### config.mk
export PLATFORM = sky130hd
export DESIGN_NAME = stmo_merge
export DESIGN_NICKNAME = d
export VERILOG_FILES = /design/src/stmo_pkg.sv /design/src/stmo_merge.sv
export SDC_FILE = /design/constraint.sdc
export NUM_CORES = 1
export LEC_CHECK = 0
export ABC_AREA = 1
export BUFFER_PORTS_ARGS = -buffer_cell sky130_fd_sc_hd__buf_2
export CORE_AREA = 10 10 76 59
export DETAILED_ROUTE_END_ITERATION = 10
export DIE_AREA = 0 0 86 69
export PLACE_DENSITY = 0.84
export SLEW_MARGIN = 40
export SYNTH_ARGS = -nofsm -noshare
export SYNTH_HDL_FRONTEND = slang
export SYNTH_SLANG_ARGS = --single-unit
### constraint.sdc
create_clock -name vclk -period 2.2
set_clock_uncertainty 0.05 [all_clocks]
set_input_delay 0.44 -clock vclk [all_inputs]
set_output_delay 0.44 -clock vclk [all_outputs]
set_load 0.02 [all_outputs]
### src/stmo_pkg.sv
// Shared types and codes for the sparse-table range max/OR engine.
`default_nettype none

package stmo_pkg;

	localparam int VAL_FIELD_BITS = 20;
	localparam int IDXF_BITS      = 10;
	localparam int LEN_BITS       = 11;

	typedef enum logic [1:0] {
		OP_LOAD  = 2'd0,
		OP_BUILD = 2'd1,
		OP_QUERY = 2'd2
	} stmo_op_t;

	typedef enum logic [1:0] {
		ST_IDLE,
		ST_BUILD,
		ST_QRD,
		ST_QOUT
	} stmo_state_t;

	typedef struct packed {
		logic [1:0]                operation;
		logic [VAL_FIELD_BITS-1:0] element_value;
		logic [IDXF_BITS-1:0]      left_index;
		logic [IDXF_BITS-1:0]      right_index;
	} stmo_cmd_t;

	typedef struct packed {
		logic [VAL_FIELD_BITS-1:0] range_max;
		logic [VAL_FIELD_BITS-1:0] range_or;
		logic                      query_error;
	} stmo_result_t;

endpackage

`default_nettype wire

### src/stmo_merge.sv
// Shared combine unit: pairwise maximum and bitwise OR of two table words.
`default_nettype none

module stmo_merge #(
	parameter int VALUE_BITS = 20
) (
	input  logic [2*VALUE_BITS-1:0] word_a,
	input  logic [2*VALUE_BITS-1:0] word_b,
	input  logic                    pair,
	output logic [2*VALUE_BITS-1:0] word_y
);
	import stmo_pkg::*;

	logic [VALUE_BITS-1:0] a_max, a_or, b_max, b_or, y_max, y_or;

	assign a_max = word_a[2*VALUE_BITS-1:VALUE_BITS];
	assign a_or  = word_a[VALUE_BITS-1:0];
	assign b_max = word_b[2*VALUE_BITS-1:VALUE_BITS];
	assign b_or  = word_b[VALUE_BITS-1:0];

	// drop the second word when there is no partner block
	assign y_max  = (pair && (b_max > a_max)) ? b_max : a_max;
	assign y_or   = pair ? (a_or | b_or) : a_or;
	assign word_y = {y_max, y_or};

endmodule

`default_nettype wire

Word-level counts from Yosys, hierarchy flattened
Index checks and enable logic that the tools add are counted.
{"block": "op_classes", "n_reduce_logical": 1, "n_addsub": 0, "shift": 0, "n_mul": 0, "magnitude_cmp": 1, "div": 0, "bitwise_logic": 1, "eq_ne": 0, "muxes": 2}
{"cell": "20-bit two-way mux", "count": 2}
{"cell": "20-bit greater-than comparator", "count": 1}
{"cell": "20-bit OR", "count": 1}
{"cell": "1-bit logical AND", "count": 1}
{"block": "totals", "wordCells": 5, "rom_bits": 0, "ramBits": 0, "mem_count": 0, "output_inout_bits": 40, "input_bits": 81, "latch_bits": 0, "register_bits": 0}

Longest topological paths before layout
Gate-level depths: netlist of the first run.
{"block": "logic_depth", "depth_word": 3, "ltp_mapped": 14, "ltp_nobuf": 13}

Least setup slack after synthesis of the first run
No wires, ideal clock.
{"block": "synth_path", "kind": "input to output", "startpoint": "input word_a[39]", "endpoint": "output word_y[20]", "t_required_ns": 1.710, "path_stages": 10, "t_arrival_ns": 1.657, "n_path_buf": 1, "setup_slack_ns": 0.053, "cell_sequence": "inv_1 > ha_1 > nand2_1 > nor2_2 > nand2_1 > nor2_1 > a21boi_1 > buf_2 > nand3_1 > nand2_1"}
{"block": "synth_via", "elab_chain_len": 3}
{"item": "from (decl)", "line": "stmo_merge.sv:7", "rtl": "input logic [2*VALUE_BITS-1:0] word_a,"}
{"item": "20-bit greater-than comparator", "line": "stmo_merge.sv:22", "rtl": "assign y_max = (pair && (b_max > a_max)) ? b_max : a_max;"}
{"item": "1-bit logical AND", "line": "stmo_merge.sv:22"}
{"item": "20-bit two-way mux", "line": "stmo_merge.sv:22"}
{"item": "to (decl)", "line": "stmo_merge.sv:10", "rtl": "output logic [2*VALUE_BITS-1:0] word_y"}
Every way passes these cells.

Worst setup path after layout of the first run
{"block": "layout_path", "startpoint": "input word_a[33]", "endpoint": "output word_y[38]"}
Same word-level chain as after synthesis.

==> flow_summary_export.csv, run 1 <==
group,metric,value,unit
outcome,status,"complete, but fails checks",
outcome,violations,"negative setup slack",
logic_synthesis,synth_compound_area_frac,0.200,
logic_synthesis,synth_seq_area_share,0,
logic_synthesis,avgSynthCellArea,5.53,um2
placement,place_area,0.00169,mm2
critical_path,endpoint_kind,"output pin",
critical_path,crit_type,"in2out",
final_layout,area_delta_synth_final,157,%
global_routing,use_met1,0.182,
logic_synthesis,yosys.area_share.simple,0.395,
drt,finalWirelength,7420,um
sta,hold_viol_final,0,
sta,rsz0062_at_grt,"yes",
placement,hpwlAfterDp,3920,um
global_routing,antenna_found_initial,0,
logic_synthesis,synth_warnings,0,
global_routing,grt_max_degree,21,
critical_path,cp_slowest_cell,"a21boi_4",
run,cap_viol_max_count,0,
drt,drt_pass1_iterations,4,
final_layout,fin_util,0.865,
global_routing,grt_pass1_wl,9260,um
global_routing,global_route.usage.met2,0.346,
power,power_leakage,1.44,nW
global_routing,busiest_layer,"met2",
final_layout,stdcell_area,0.00263,mm2
drt,via_per_inst,5.43,
clock_tree,holdBufCountCts,0,
power,ir_drop,0.155,mV
floorplanning,dieHeight,69,um
global_routing,overflow,0,
critical_path,critPathMostFrequentCell,"buf_6",
sta,max_slew_margin,0.801,
final_layout,ff_latch_area,0,um2
global_routing,grt_pass1_vias,1881,
placement,place.gp.congestion,0.832,
logic_synthesis,synth_area,0.00102,mm2
global_routing,use_met3,0.0574,
logic_synthesis,synthDistinctLibCells,16,
sta,worst_pin_slew,0.297,ns
global_routing,grt_usage,0.180,
drt,drc_errors,0,
critical_path,worst-path-max-fanout,10,
final_layout,n_clock_buffer,0,
floorplanning,io_pins,121,
critical_path,crit_buf_inv,5,
sta,period_needed,2.55,ns
placement,place_ws,-0.371,ns
final_layout,design.seq.count,0,
floorplanning,start_util,0.336,
sta,drv_slew,0,
sta,setup_tns,-6.07,ns
power,power_density,286,mW/mm2
logic_synthesis,syn_nets,286,
placement,port_buffers,121,
sta,fmax,393,MHz
logic_synthesis,synthMuxAreaShare,0,
logic_synthesis,synth_cells,185,
critical_path,path_delay_family,"buffers and inverters",
final_layout,nFillCells,136,
logic_synthesis,synth_top_family_by_area,"simple AND/OR/NAND/NOR gates",
drt,wl_per_cell,20.9,um
floorplanning,fp.dieArea,0.00593,mm2
drt,dr_total_vias,1921,
floorplanning,placementRows,17,
floorplanning,core,0.00304,mm2
sta,fin_ws,-0.345,ns
final_layout,final_common_cell,"buf_2",
critical_path,cpPeakStageDelay,0.27,ns
drt,drt-initial-drc-count,235,
critical_path,required,1.71,ns
logic_synthesis,yosys.area_share.adder,0.244,
final_layout,fin_nets,419,
final_layout,layout-drive-gt1-share,0.703,
critical_path,path_cells,"buf_6 > inv_4 > ha_4 > nand2_2 > nor2_2 > nand2_2 > nor2_4 > buf_6 > a21boi_4 > buf_6 > nand2_8 > nand2_1 > nand2_1 > buf_6",
final_layout,antenna_cells,0,
sta,finalCritPeriodShare,1.16,
hold_path,hold_class,"in2out",
critical_path,critPathArrivalTime,2.06,ns
logic_synthesis,synthXorXnorAreaFrac,0,
drt,drtAntennaViolNets,0,
critical_path,critPathLaunchType,"primary input",
floorplanning,die_w,86,um
sta,setup-violations-final,20,
final_layout,final_cell_mix,"buf_2, buf_6, nand2_1, nand2_2, a21o_1",
==> power breakdown <==
group | total [mW] | switching (mW) | leakage (nW) | internal [mW]
sequential | 0 | 0 | 0 | 0
combinational | 0.753 | 0.389 | 1.44 | 0.364
clock | 0 | 0 | 0 | 0
==> tightest hold or removal path: stages <==
cell and delay, ns:
buf_6 0.08, nand2_2 0.05, nand2_2 0.05, buf_6 0.11
==> cell usage after synthesis <==
master    count  area share
nor2_1        6       0.022
buf_4         2       0.015
inv_1        29        0.11
nand3_2       1      0.0098
ha_1         20        0.24
a21oi_1       7       0.034
a21o_1       21        0.15
buf_2         2      0.0098
o21ai_0       1      0.0049
a21boi_1      1      0.0073
clkbuf_1      2      0.0073
nand3_1      20       0.098
buf_6         2       0.022
nand2_2       1      0.0061
nor2_2        1      0.0061
nand2_1      69        0.25
==> worst paths after layout <==
kind,startpoint,endpoint,slack [ns],cells after the start
setup / recovery,word_a[33],word_y[38],-0.35,14
hold / removal,word_a[32],word_y[32],1.12,4
==> routing by layer <==
layer	vias to the layer above	share of wire
met4	0	0.036
met5	-	0
met1	878	0.34
li1	862	-
met3	30	0.11
met2	151	0.51
==> through the flow <==
stage | instances | total power, mW | hold WS (ns)
floorplan | 185 | 0.253 | 0.991
global placement | 344 | 0.423 | 1.12
detailed placement | 344 | 0.428 | 1.12
CTS | 351 | 0.640 | 1.11
global route | 354 | 0.797 | 1.13
finish | 354 | 0.753 | 1.12
==> what timing repair did <==
item / 4_1_cts / 5_1_grt
buffers inserted: 5 / 2
resized for setup: 160 / 47
endpoints found under the setup margin: 20 / 20
gates cloned: 2 / 1
pin swaps: 46 / 13
==> cell type report <==
class,instances,area (um2),area share
Inverter,29,141,0.0537
Timing Repair Buffer,137,1120,0.425
Tap cell,38,47.5,0.0181
Multi-Input combinational cell,150,1320,0.503
==> logic make-up after synthesis <==
group | count (synthesis)
buffers and inverters | 37
AND/OR/NAND/NOR | 98
AO/OA/AOI/OAI | 30
adder cells (fa/ha/maj) | 20
No activity file was read; power rests on OpenSTA's default activity.
==> inputs of run 2 (changes only) <==
==> constraint.sdc (replaced) <==
create_clock -name vclk -period 2.2
set_clock_uncertainty 0.05 [all_clocks]
set_input_delay 0.33 -clock vclk [all_inputs]
set_output_delay 0.33 -clock vclk [all_outputs]
set_load 0.02 [all_outputs]
==> run 2 against run 1 <==
The run now ends clean. Largest power group unchanged. Routed wire length is 20% lower. Sequential cell count stayed put. Sequential share of layout area did not move. Fmax grew 17%. Clock-buffer cell count unchanged. Setup slack improved by 0.36 ns. Worst hold slack worse by 0.24 ns. Utilization down 7.2 points. Power shrank 9.4%. First-iteration DRC count is 84% lower. Combinational power shrank 9.4%. Cell count down 1.4%. Largest cell class unchanged.
==> flow_summary_export.csv, run 2 (synthesis gave the netlist of run 1 again) <==
group,metric,value,unit
outcome,status,"completed",
power,power_density,283,mW/mm2
sta,setup-violations-final,0,
hold_path,worstHoldStart,"word_a[37]",
critical_path,required,1.82,ns
critical_path,crit_path_end,"word_y[33]",
sta,finalCritPeriodShare,0.992,
sta,drv_slew,0,
hold_path,hold_depth,4,
floorplanning,die_w,86,um
critical_path,crit_type,"in2out",
global_routing,grt_usage,0.148,
final_layout,layout-drive-gt1-share,0.666,
placement,port_buffers,121,
floorplanning,dieHeight,69,um
drt,drt_pass1_iterations,4,
placement,place_ws,-0.148,ns
floorplanning,core,0.00304,mm2
final_layout,fin_nets,414,
final_layout,final_common_cell,"buf_2",
power,ir_drop,0.137,mV
drt,wl_per_cell,17.0,um
sta,hold_viol_final,0,
sta,setup_tns,0,ns
critical_path,cpPeakStageDelay,0.24,ns
critical_path,worst-path-max-fanout,5,
power,power_leakage,1.35,nW
critical_path,path_cells,"buf_2 > ha_4 > nand2_4 > inv_1 > nand2_1 > nand2_2 > a21oi_4 > nand3_4 > buf_12 > nand2_8 > nand2_1 > nand2_1 > buf_6",
drt,drt-initial-drc-count,37,
sta,rsz0062_at_grt,"yes",
global_routing,grt_max_degree,21,
global_routing,overflow,0,
final_layout,n_clock_buffer,0,
placement,place_area,0.00166,mm2
global_routing,grt_pass1_wl,7820,um
critical_path,critPathMostFrequentCell,"nand2_1",
hold_path,hold_class,"in2out",
global_routing,antenna_found_initial,0,
drt,via_per_inst,5.00,
critical_path,crit_start,"word_b[34]",
global_routing,grt_pass1_vias,1716,
final_layout,final_cell_mix,"buf_2, nand2_1, buf_6",
critical_path,endpoint_kind,"output pin",
sta,period_needed,2.18,ns
critical_path,path_delay_family,"simple AND/OR/NAND/NOR gates",
critical_path,worstSetupPathDepth,13,
final_layout,area_delta_synth_final,136,%
placement,hpwlAfterDp,4010,um
floorplanning,fp.dieArea,0.00593,mm2
run,cap_viol_max_count,0,
final_layout,antenna_cells,0,
floorplanning,placementRows,17,
drt,dr_total_vias,1744,
final_layout,ff_latch_area,0,um2
critical_path,critPathArrivalTime,1.80,ns
power,total_power,0.682,mW
final_layout,design.seq.count,0,
placement,place.gp.congestion,0.821,
critical_path,critPathLaunchType,"primary input",
final_layout,nFillCells,179,
critical_path,crit_buf_inv,4,
sta,worst_pin_slew,0.176,ns
drt,drtAntennaViolNets,0,
sta,max_slew_margin,0.882,
floorplanning,io_pins,121,
floorplanning,start_util,0.336,
sta,fmax,458,MHz
sta,fin_ws,0.0182,ns
final_layout,stdcell_area,0.00241,mm2
clock_tree,holdBufCountCts,0,
drt,finalWirelength,5930,um
drt,drc_errors,0,
critical_path,cp_slowest_cell,"ha_4",
## run 2: cell count changes in the layout (fill, tap and decap cells not counted), sizes merged
cell / change
nand2: +1
clkbuf: -1
buf: -5
## run 2: routing by layer
metal,up-vias,GRT usage,share of wire
met2,90,0.288,0.56
met3,6,0.0796,0.12
met1,795,0.136,0.31
li1,853,-,-
met5,-,0,0
met4,0,0.00725,0.012
## run 2: worst min-delay path: cells and delay by family
family,cells,cell delay (ns)
buffers and inverters,2,0.19
and+or+nand+nor,2,0.09
## run 2: area by class of cell
type | instances | area [um2] | share of cell area
Multi-Input combinational cell | 151 | 1290 | 0.537
Timing Repair Buffer | 131 | 956 | 0.396
Inverter | 29 | 114 | 0.0472
Tap cell | 38 | 47.5 | 0.0197
## run 2: through the flow
step	hold slack [ns]	std cells	util
after CTS	0.906	346	0.618
after detailed placement	0.903	341	0.547
final	0.880	349	0.793
after global placement	0.901	341	0.547
after floorplan	0.771	185	-
after global routing	0.897	349	0.793
## run 2: worst min path at each step
stage | to
finish | word_y[37]
global route | word_y[37]
CTS | word_y[18]
detailed placement | word_y[18]
global placement | word_y[18]
floorplan | word_y[0]
## run 2: what timing repair did
item | CTS | global route
pin swaps | 9 | 34
setup endpoints to repair | 20 | 20
gates resized for setup | 38 | 118
cloned | 1 | 2
buffers inserted | 4 | 1
## run 2: power by group
part           internal (mW)  leakage, nW  switching [mW]
clock network              0            0               0
logic                  0.329         1.35           0.353
registers                  0            0               0
