[src/stmo_pkg.sv]
// Shared types and codes for the sparse-table range max/OR engine.
`default_nettype none

package stmo_pkg;

	localparam int VAL_FIELD_BITS = 20;
	localparam int IDXF_BITS      = 10;
	localparam int LEN_BITS       = 11;

	typedef enum logic [1:0] {
		OP_LOAD  = 2'd0,
		OP_BUILD = 2'd1,
		OP_QUERY = 2'd2
	} stmo_op_t;

	typedef enum logic [1:0] {
		ST_IDLE,
		ST_BUILD,
		ST_QRD,
		ST_QOUT
	} stmo_state_t;

	typedef struct packed {
		logic [1:0]                operation;
		logic [VAL_FIELD_BITS-1:0] element_value;
		logic [IDXF_BITS-1:0]      left_index;
		logic [IDXF_BITS-1:0]      right_index;
	} stmo_cmd_t;

	typedef struct packed {
		logic [VAL_FIELD_BITS-1:0] range_max;
		logic [VAL_FIELD_BITS-1:0] range_or;
		logic                      query_error;
	} stmo_result_t;

endpackage

`default_nettype wire

[src/stmo_qdec.sv]
// Query decoder: range check, block level and the two block start positions.
`default_nettype none

module stmo_qdec #(
	parameter int MAX_ELEMENTS = 1024,
	parameter int LEVELS       = 11
) (
	input  logic [stmo_pkg::IDXF_BITS-1:0]        left,
	input  logic [stmo_pkg::IDXF_BITS-1:0]        right,
	input  logic [$clog2(MAX_ELEMENTS+1)-1:0]     len,
	input  logic                                  built,
	output logic                                  err,
	output logic [$clog2(LEVELS)-1:0]             lvl,
	output logic [$clog2(MAX_ELEMENTS)-1:0]       first,
	output logic [$clog2(MAX_ELEMENTS)-1:0]       second
);
	import stmo_pkg::*;

	localparam int IDX_W = $clog2(MAX_ELEMENTS);
	localparam int CNT_W = $clog2(MAX_ELEMENTS+1);
	localparam int LVL_W = $clog2(LEVELS);
	localparam int KW    = $clog2(LEN_BITS);
	localparam int KXW   = KW + LVL_W;
	localparam logic [KXW-1:0] LVL_TOP = KXW'(LEVELS - 1);

	logic [LEN_BITS-1:0]          span, pow, sec_w;
	logic [KW-1:0]                k_raw;
	logic [KXW-1:0]               k_x, k_c;
	logic [CNT_W+IDXF_BITS-1:0]   right_x, len_x;
	logic [IDX_W+LEN_BITS-1:0]    sec_x, first_x;

	assign span = {1'b0, right} - {1'b0, left} + LEN_BITS'(1);

	// floor log2 of the range length
	always_comb begin
		k_raw = '0;
		for (int b = 0; b < LEN_BITS; b++) begin
			if (span[b]) k_raw = KW'(b);
		end
	end

	assign k_x   = {{LVL_W{1'b0}}, k_raw};
	assign k_c   = (k_x > LVL_TOP) ? LVL_TOP : k_x;
	assign lvl   = k_c[LVL_W-1:0];
	assign pow   = LEN_BITS'(1) << k_c;
	assign sec_w = {1'b0, right} + LEN_BITS'(1) - pow;

	assign sec_x   = {{IDX_W{1'b0}}, sec_w};
	assign first_x = {{IDX_W{1'b0}}, 1'b0, left};
	assign second  = sec_x[IDX_W-1:0];
	assign first   = first_x[IDX_W-1:0];

	assign right_x = {{CNT_W{1'b0}}, right};
	assign len_x   = {{IDXF_BITS{1'b0}}, len};
	assign err     = !built || (left > right) || (right_x >= len_x);

endmodule

`default_nettype wire

[config.mk]
export PLATFORM = sky130hd
export DESIGN_NAME = stmo_qdec
export DESIGN_NICKNAME = d
export VERILOG_FILES = /design/src/stmo_pkg.sv /design/src/stmo_qdec.sv
export SDC_FILE = /design/constraint.sdc
export NUM_CORES = 1
export LEC_CHECK = 0
export ABC_AREA = 1
export ABC_CLOCK_PERIOD_IN_PS = 7160
export BUFFER_PORTS_ARGS = -buffer_cell sky130_fd_sc_hd__buf_2
export CAP_MARGIN = 10
export CORE_MARGIN = 10
export CORE_UTILIZATION = 60
export DETAILED_ROUTE_END_ITERATION = 10
export PLACE_DENSITY = 0.95
export SYNTH_ARGS = -nofsm -noshare
export SYNTH_HDL_FRONTEND = slang
export SYNTH_SLANG_ARGS = --single-unit
export TNS_END_PERCENT = 100
[constraint.sdc]
create_clock -name vclk -period 7.16
set_input_delay 0.716 -clock vclk [all_inputs]
set_output_delay 0.716 -clock vclk [all_outputs]
set_load 0.005 [all_outputs]
; ---- After elaboration in Yosys (flattened, before gate mapping)
; Index checks and enable logic that the tools add are counted.
[totals]
register_bits = 0
latchBits = 0
mem_bits_rw = 0
romBits = 0
in_bits = 32
n_memories = 0
[op_classes]
n_addsub = 4
multipliers = 0
div = 0
n_lt_le_gt_ge = 3
eq_ne = 0
shift = 1
muxes = 11
bitwise_logic = 0
n_reduce_logical = 3
[ops]
columns = operator, n
row1 = 4-bit two-way mux, 10
row2 = 11-bit by 1-bit adder with 11-bit output (second input constant), 1
row3 = 10-bit by 11-bit >= comparator with 1-bit output, 1
row4 = 10-bit by 10-bit subtractor with 11-bit output, 1
row5 = 10-bit by 1-bit adder with 10-bit output (second input constant), 1
row6 = 10-bit greater-than comparator, 1
row7 = 1-bit by 4-bit << shifter with 10-bit output (first input constant), 1
row8 = 10-bit subtractor, 1
row9 = 4-bit greater-than comparator (second input constant), 1
row10 = 1-bit logical OR, 2
row11 = 1-bit logical NOT, 1
row12 = 1-bit two-way mux, 1

; ---- Depth between registers and ports, before layout
; Gate-level depths: netlist of run 1.
[logic_depth]
word_depth = 16
ltp_mapped = 30
mapped_depth_nobuf = 30

; ---- Worst setup path after synthesis of run 1
; Ideal clock, no wire load.
[synth_timing]
path_type = input to output
start = input right[1] in the netlist's numbering
end = output second[9]
arrival_time_ps = 4280
path_slack_ps = 2164
path_stages = 29
path_cell_list = inv_1 ha_1 inv_1 ha_1 fa_1 nand3_1 nand2_2 nand2_1 nand2_1 nand2_1 nand2_2 nor2_4 nand2_2 nand2_4 inv_2 nand2_1 nor2_2 ha_1 inv_1 ha_1 inv_1 fa_1 o21ai_0 nand4_1 nand2_1 nand2_1 nand2_1 nand4_1 nand2_1
[synth_via]
elab_chain_len = 16
elab_cells_between_ends = 17
cone_classes = 4 x add/sub / 1 x order compare / 1 x shift / 11 x mux
[synth_lines]
columns = item, line
row1 = "start, declared", stmo_qdec.sv:9  ; input logic [stmo_pkg::IDXF_BITS-1:0] right,
row2 = 10-bit by 10-bit subtractor with 11-bit output *, stmo_qdec.sv:32  ; assign span = {1'b0, right} - {1'b0, left} + LEN_BITS'(1);
row3 = 11-bit by 1-bit adder with 11-bit output *, stmo_qdec.sv:32
row4 = 1-bit two-way mux, stmo_qdec.sv:38  ; if (span[b]) k_raw = KW'(b);
row5 = 4-bit two-way mux (8 in a row), stmo_qdec.sv:38
row6 = 4-bit two-way mux *, stmo_qdec.sv:38
row7 = 4-bit greater-than comparator, stmo_qdec.sv:43  ; assign k_c = (k_x > LVL_TOP) ? LVL_TOP : k_x;
row8 = 4-bit two-way mux *, stmo_qdec.sv:43
row9 = net lvl[1], stmo_qdec.sv:13  ; output logic [$clog2(LEVELS)-1:0] lvl,
row10 = 1-bit by 4-bit << shifter with 10-bit output *, stmo_qdec.sv:45  ; assign pow = LEN_BITS'(1) << k_c;
row11 = 10-bit subtractor *, stmo_qdec.sv:46  ; assign sec_w = {1'b0, right} + LEN_BITS'(1) - pow;
row12 = "end, declared", stmo_qdec.sv:15  ; output logic [$clog2(MAX_ELEMENTS)-1:0] second
; The timed path passes the listed nets; every way through them passes the cells marked *.

; ---- Worst setup path in the final report of run 1
[layout_timing]
start = input right[1] in the netlist's numbering
end = output second[7]
[layout_via]
elab_chain_len = 16
elab_cells_between_ends = 17
cone_classes = 4 x add/sub / 1 x order compare / 1 x shift / 11 x mux
[layout_lines]
columns = item, line
row1 = 10-bit by 10-bit subtractor with 11-bit output, stmo_qdec.sv:32
row2 = 11-bit by 1-bit adder with 11-bit output, stmo_qdec.sv:32
row3 = 1-bit two-way mux, stmo_qdec.sv:38
row4 = 4-bit two-way mux (9 in a row), stmo_qdec.sv:38
row5 = 4-bit greater-than comparator, stmo_qdec.sv:43
row6 = 4-bit two-way mux, stmo_qdec.sv:43
row7 = 1-bit by 4-bit << shifter with 10-bit output, stmo_qdec.sv:45
row8 = 10-bit subtractor *, stmo_qdec.sv:46
; Mark *: on every way between the ends. The rest lies on a longest branch, timed or not.

==> results_dict.tcl, run 1 <==
set metrics [dict create \
    dpl_cell_area_um2 2260 \
    diodes 0 \
    powerDensity_nw_per_um2 110 \
    stdcell_area_um2 2260 \
    nClkBuffers 0 \
    critPathArrivalTime_ns 4.87 \
    gp_congestion 0.892 \
    slew_violations 0 \
    required_ns 6.44 \
    p_leak_nw 1.40 \
    maxSlewHeadroom 0.710 \
    grt_antenna_before_repair 0 \
    fp.dieW_um 77.6 \
    dr.pass1.iters 4 \
    drc 0 \
    yosysSeqAreaShare 0 \
    avgSynthCellArea_um2 6.43 \
    path_class "in2out" \
    startpoint_type "primary input" \
    synth_area_leader_cell "ha_1" \
    yosysTopAreaCellShare 0.352 \
    ir_drop_v 0.0000401 \
    tightest_slew_ns 0.431 \
    nNetsFinal 449 \
    yosysMostFrequentCell "nand2_1" \
    regArea_um2 0 \
    final-setup-viol-count 0 \
    die_h_um 77.6 \
    vias_per_cell 5.19 \
    grt_overflow 0 \
    hold_start "left[0]" \
    ctsHoldBuffers 0 \
    min_to "first[0]" \
    path_max_fanout 5 \
    synth_fp_nets 400 \
    busiest_layer "met2" \
    ant_nets 0 \
    holdCritPathClass "in2out" \
    grtUsageMet1 0.198 \
    post-cts-setup-buffers 0 \
    finalSetupTns_ns 0 \
    synth_common_cells "nand2_1, inv_1, ha_1, nand3_1, a21oi_1" \
    dp_hpwl_mm 4.69 \
    area_delta_synth_final_pct 13.3 \
    seq_cell_count 0 \
    ys_types 33 \
    met3_usage 0.0334 \
    dieArea_um2 6020 \
    cap_violations 0 \
    clock.fmax_mhz 179 \
    start_util 0.637 \
    cts_resized 0 \
    vias 2080 \
    finalHoldViolations 0 \
    grt_first_pass_wirelength_mm 8.94 \
    wire_per_inst_um 12.8 \
    drtIter0Drc 105 \
    min_path_cells 2 \
    total_power_w 0.000249 \
    core_um2 3130 \
    status "finished clean" \
    grt_usage 0.166 \
    holdWs_ns 1.62 \
    rows 20 \
    min_period_ns 5.58 \
    wl_mm 5.13 \
    use_met2 0.299 \
    grt_pass1_vias 2103 \
    synth-warning-count 0 \
    rsz0062_at_grt "no" \
    io_buffers 57 \
    drive_gt1_frac 0.244 \
    synth_area_leaders "ha_1, nand2_1, inv_1" \
    endpoint_kind "output pin" \
    grt_max_degree 8 \
    fin_crit_sh 0.780 \
    fillers 278 \
    syn_inst 310 \
    ios 57 \
    syn_area_um2 1990 \
]
[how the worst max path moves through the flow]
| stage | startpoint | endpoint | cells past startpoint |
|---|---|---|---|
| floorplan | right[1] | second[9] | 29 |
| finish | right[1] | second[7] | 28 |
| global placement | right[1] | second[9] | 31 |
| detailed placement | right[1] | second[9] | 31 |
| global route | right[1] | second[9] | 30 |
| CTS | right[1] | second[7] | 28 |
[cell type report]
| cell class | count | area, um^2 | share of cell area |
|---|---|---|---|
| inverter | 69 | 262 | 0.116 |
| multi-input combinational | 231 | 1660 | 0.733 |
| tap | 44 | 55.1 | 0.0244 |
| timing repair buffer | 57 | 285 | 0.126 |
[metal layers]
metal	vias up	wire length (um)
met5	-	0
met4	0	88
met3	9	353
met2	68	2430
met1	910	2260
li1	1093	-
[critical path, cell delays in order]
cell and delay (ns):
buf_2 0.09, inv_1 0.06, ha_1 0.29, inv_1 0.05
ha_1 0.23, fa_1 0.43, nand3_1 0.13, nand2_2 0.09
nand2_1 0.10, nand2_1 0.06, nand2_1 0.07, nand2_2 0.07
nor2_4 0.13, nand2_2 0.10, nand2_4 0.08, inv_2 0.06
nand2_1 0.07, nor2_2 0.04, ha_1 0.26, inv_1 0.06
ha_1 0.16, inv_1 0.06, fa_1 0.40, o21ai_0 0.40
a21oi_1 0.13, o21ai_0 0.21, xor2_1 0.19, buf_2 0.15
[power breakdown]
group	leakage, nW	internal (W)	switching (W)
clock	0	0	0
sequential	0	0	0
combinational	1.40	0.0000990	0.000150
[cell families after synthesis]
family,Yosys count,share of synthesized area
AND/OR/NAND/NOR,132,0.327
buffers and inverters,79,0.169
adder cells (fa/ha/maj),58,0.372
AO/OA/AOI/OAI,34,0.102
XOR/XNOR,7,0.0308
[stage by stage]
| stage | std cells | worst slack (ns) | util |
|---|---|---|---|
| after floorplan | 310 | 2.16 | - |
| after global placement | 401 | 1.74 | 0.722 |
| after detailed placement | 401 | 1.60 | 0.722 |
| after CTS | 401 | 1.59 | 0.722 |
| after global routing | 401 | 1.17 | 0.722 |
| final | 401 | 1.58 | 0.722 |
[cell usage in the layout, fill, tap and decap left out]
cell        n
nand2_4     3
inv_4       1
nor2_1     10
nor2_4      3
o2111ai_1   1
nor4_1      1
inv_1      62
o41ai_1     1
nand3_2     2
a21oi_1    15
a21o_1      1
nand3_1    22
fa_1        2
nor3_1      1
inv_2       6
nand3b_1    3
nor2_2      4
ha_1       56
a21oi_2     2
and2_1      2
o311ai_0    1
xnor2_1     2
o21bai_1    1
o21ai_0     8
o211ai_1    1
buf_2      57
a211oi_1    1
xor2_1      5
nand2_1    65
o21a_1      1
nand4_1     7
a31oi_1     1
nand2_2     9
Power figures use the tool's default switching activity.
==> run 2, diff against run 1 <==
--- a/config.mk
+++ b/config.mk
@@ -6,11 +6,11 @@
 export NUM_CORES = 1
 export LEC_CHECK = 0
 export ABC_AREA = 1
-export ABC_CLOCK_PERIOD_IN_PS = 7160
+export ABC_CLOCK_PERIOD_IN_PS = 5500
 export BUFFER_PORTS_ARGS = -buffer_cell sky130_fd_sc_hd__buf_2
 export CAP_MARGIN = 10
 export CORE_MARGIN = 10
-export CORE_UTILIZATION = 60
+export CORE_UTILIZATION = 56
 export DETAILED_ROUTE_END_ITERATION = 10
 export PLACE_DENSITY = 0.95
 export SYNTH_ARGS = -nofsm -noshare
==> constraint.sdc (replaced) <==
create_clock -name vclk -period 5.5
set_input_delay 0.55 -clock vclk [all_inputs]
set_output_delay 0.55 -clock vclk [all_outputs]
set_load 0.005 [all_outputs]
==> results_dict.tcl, run 2 (same netlist as run 1, synthesis figures left out) <==
set metrics [dict create \
    status "finished clean" \
    dr.pass1.iters 5 \
    grt_pass1_vias 2126 \
    final_common_cell "nand2_1" \
    ir_drop_v 0.0000500 \
    finalSetupTns_ns 0 \
    seq_cell_count 0 \
    vias 2118 \
    final-setup-viol-count 0 \
    endpoint_kind "output pin" \
    start_util 0.588 \
    cp_slowest_cell "fa_1" \
    ant_nets 0 \
    grt_overflow 0 \
    path_class "in2out" \
    diodes 0 \
    wire_per_inst_um 12.5 \
    rows 21 \
    met1_length_mm 2.12 \
    dieArea_um2 6340 \
    area_delta_synth_final_pct 13.6 \
    dp_hpwl_mm 4.65 \
    die_h_um 79.6 \
    dr_wl_met2_mm 2.39 \
    finalHoldViolations 0 \
    ctsHoldBuffers 0 \
    crit_top_cell "nand2_1" \
    fin_crit_sh 0.920 \
    regArea_um2 0 \
    fp.dieW_um 79.6 \
    startpoint_type "primary input" \
    io_buffers 57 \
    holdCritPathClass "in2out" \
    highest_layer "met4" \
    slew_violations 0 \
    ios 57 \
    cap_violations 0 \
    path_max_fanout 5 \
    nNetsFinal 449 \
    layout_common_cells "nand2_1, inv_1, buf_2" \
    total_power_w 0.000324 \
    grt_usage 0.161 \
    path_buf_inv 7 \
    drive_gt1_frac 0.246 \
    rsz0062_at_grt "no" \
    multi_input_area_um2 1660 \
    slowest_delay_ns 0.43 \
    maxSlewHeadroom 0.772 \
    clock.fmax_mhz 198 \
    post-cts-setup-buffers 0 \
    grt_first_pass_wirelength_mm 8.95 \
    grt_antenna_before_repair 0 \
    met3WireLength_um 456 \
    dpl_worst_slack_ns 0.206 \
    gp_congestion 0.865 \
    powerDensity_nw_per_um2 143 \
    vias_per_cell 5.26 \
    min_period_ns 5.06 \
    drtIter0Drc 148 \
    fillers 314 \
    critPathArrivalTime_ns 4.51 \
    drc 0 \
    p_leak_nw 1.40 \
    grt_max_degree 8 \
    cts_resized 0 \
    crit_family "adder cells" \
    wl_mm 5.04 \
    required_ns 4.95 \
    nClkBuffers 0 \
    tightest_slew_ns 0.338 \
    worst_slack_ns 0.437 \
    core_um2 3390 \
]
-- run 2: routing by layer --
metal / vias to the layer above / global-route usage
li1: 1087 / -
met3: 7 / 0.0259
met2: 81 / 0.295
met4: 0 / 0.0251
met1: 943 / 0.193
met5: - / 0
-- run 2: path summary, 6_finish.rpt --
| path | slack, ns | to | cells past startpoint | from |
|---|---|---|---|---|
| setup / recovery | 0.44 | second[9] | 31 | right[1] |
| hold / removal | 1.28 | first[0] | 2 | left[0] |
-- run 2: cell type report --
cell class	count	share of cell area
tap	46	0.0254
timing repair buffer	57	0.126
multi-input combinational	231	0.733
inverter	69	0.116
-- run 2: through the flow --
| stage | utilization | hold WS (ns) | std cells | area, um^2 |
|---|---|---|---|---|
| 2_1_floorplan | - | 1.18 | 310 | 1990 |
| 3_3_place_gp | 0.667 | 1.29 | 403 | 2260 |
| 3_5_place_dp | 0.667 | 1.29 | 403 | 2260 |
| 4_1_cts | 0.667 | 1.29 | 403 | 2260 |
| 5_1_grt | 0.668 | 1.31 | 403 | 2260 |
| 6_report | 0.668 | 1.28 | 403 | 2260 |
-- run 2: power breakdown --
group | switching, W | total (W) | internal, W
combinational | 0.000194 | 0.000324 | 0.000130
clock | 0 | 0 | 0
sequential | 0 | 0 | 0
total | 0.000194 | 0.000324 | 0.000130
==> run 3, diff against run 2 <==
--- a/config.mk
+++ b/config.mk
@@ -6,7 +6,7 @@
 export NUM_CORES = 1
 export LEC_CHECK = 0
 export ABC_AREA = 1
-export ABC_CLOCK_PERIOD_IN_PS = 5500
+export ABC_CLOCK_PERIOD_IN_PS = 5100
 export BUFFER_PORTS_ARGS = -buffer_cell sky130_fd_sc_hd__buf_2
 export CAP_MARGIN = 10
 export CORE_MARGIN = 10
==> constraint.sdc (replaced) <==
create_clock -name vclk -period 5.1
set_input_delay 0.51 -clock vclk [all_inputs]
set_output_delay 0.51 -clock vclk [all_outputs]
set_load 0.005 [all_outputs]
==> results_dict.tcl, run 3 (same netlist as run 1, synthesis figures left out) <==
set metrics [dict create \
    tightest_slew_ns 0.336 \
    drtIter0Drc 139 \
    crit_top_cell "nand2_1" \
    rows 21 \
    io_buffers 57 \
    powerDensity_nw_per_um2 160 \
    switching_share 0.593 \
    ir_drop_v 0.0000559 \
    ctsHoldBuffers 0 \
    finalSetupTns_ns 0 \
    p_comb_frac 1.000 \
    grt_overflow 0 \
    slew_violations 0 \
    required_ns 4.59 \
    cap_violations 0 \
    layout_common_cells "nand2_1, inv_1, buf_2" \
    grt_pass1_vias 2123 \
    grt_usage 0.161 \
    dr.pass1.iters 4 \
    nNetsFinal 456 \
    path_class "in2out" \
    pwr-share-seq 0 \
    vias 2159 \
    drc 0 \
    gp_congestion 0.866 \
    nClkBuffers 0 \
    busiest_layer "met2" \
    die_h_um 79.6 \
    ios 57 \
    hold_start "left[0]" \
    ant_nets 0 \
    dp_hpwl_mm 4.73 \
    fp.dieW_um 79.6 \
    grtUsageMet1 0.190 \
    endpoint_kind "output pin" \
    p_leak_nw 1.43 \
    wl_mm 5.72 \
    switchingPower_w 0.000224 \
    status "finished clean" \
    use_met2 0.299 \
    finalHoldViolations 0 \
    startpoint_type "primary input" \
    final_common_cell "nand2_1" \
    total_power_w 0.000378 \
    grt_max_degree 8 \
    fillers 276 \
    maxSlewHeadroom 0.773 \
    path_max_fanout 4 \
    regArea_um2 0 \
    seq_cell_count 0 \
    min_path_cells 2 \
    grt_antenna_before_repair 0 \
    final-setup-viol-count 0 \
    clkPwrFrac 0 \
    grt_first_pass_wirelength_mm 8.93 \
    fin_crit_sh 0.955 \
    start_util 0.588 \
    diodes 0 \
    critPathArrivalTime_ns 4.36 \
    p_int_w 0.000154 \
    slowest_delay_ns 0.41 \
    drive_gt1_frac 0.283 \
    holdWs_ns 1.20 \
    min_to "first[0]" \
    min_period_ns 4.87 \
    vias_per_cell 5.27 \
    core_um2 3390 \
    met3_usage 0.0259 \
    area_delta_synth_final_pct 18.7 \
    dieArea_um2 6340 \
    cp_slowest_cell "fa_2" \
    clock.fmax_mhz 205 \
    holdCritPathClass "in2out" \
    wire_per_inst_um 13.9 \
]
==> run 3: cell count changes in the layout (fill, tap and decap cells not counted), sizes merged <==
cell | previous run | this run
buf | 57 | 64
==> run 3: power by group through the flow <==
stage               sequential (W)  combinational [W]  clock [W]
floorplan                        0           0.000249          0
global placement                 0           0.000337          0
detailed placement               0           0.000349          0
CTS                              0           0.000351          0
global route                     0           0.000425          0
finish                           0           0.000378          0
==> run 3: repair_timing <==
item                                    4_1_cts  5_1_grt
gates resized for setup                       0       13
setup buffers                                 0        6
endpoints found under the setup margin        0        2
==> run 3: worst max path at each step <==
stage             start        end  slack [ns]  cells after the start
3_3_place_gp   right[1]  second[9]        0.26                     32
3_5_place_dp   right[1]  second[9]        0.05                     31
2_1_floorplan  right[1]  second[9]        0.52                     29
4_1_cts        right[1]  second[9]        0.06                     31
5_1_grt        right[1]  second[9]       -0.07                     32
6_report       right[1]  second[9]        0.23                     31
==> run 3: routing by layer <==
metal	vias to the layer above	part of all wire
met4	0	0.029
met1	957	0.40
met3	16	0.081
met2	76	0.49
met5	-	0
li1	1110	-
==> run 3: metrics by stage <==
stage | instance area (um^2) | util | worst slack [ns] | std cells
floorplan | 1990 | - | 0.516 | 310
global placement | 2270 | 0.669 | 0.260 | 404
detailed placement | 2270 | 0.669 | 0.0501 | 404
CTS | 2270 | 0.669 | 0.0578 | 404
global route | 2360 | 0.698 | -0.0682 | 410
finish | 2360 | 0.698 | 0.228 | 410
==> run 3: area by class of cell <==
type / count / area (um^2) / share of cell area
Multi-Input combinational cell: 231 / 1700 / 0.721
Timing Repair Buffer: 64 / 342 / 0.144
Inverter: 69 / 262 / 0.111
Tap cell: 46 / 57.6 / 0.0243
==> run 3: worst max-delay path: cells and delay by family <==
kind	cells	cell delay, ns
AOI/OAI and AO/OA	1	0.14
buffers and inverters	8	0.64
adders and majority gates	6	1.64
and+or+nand+nor	16	1.44
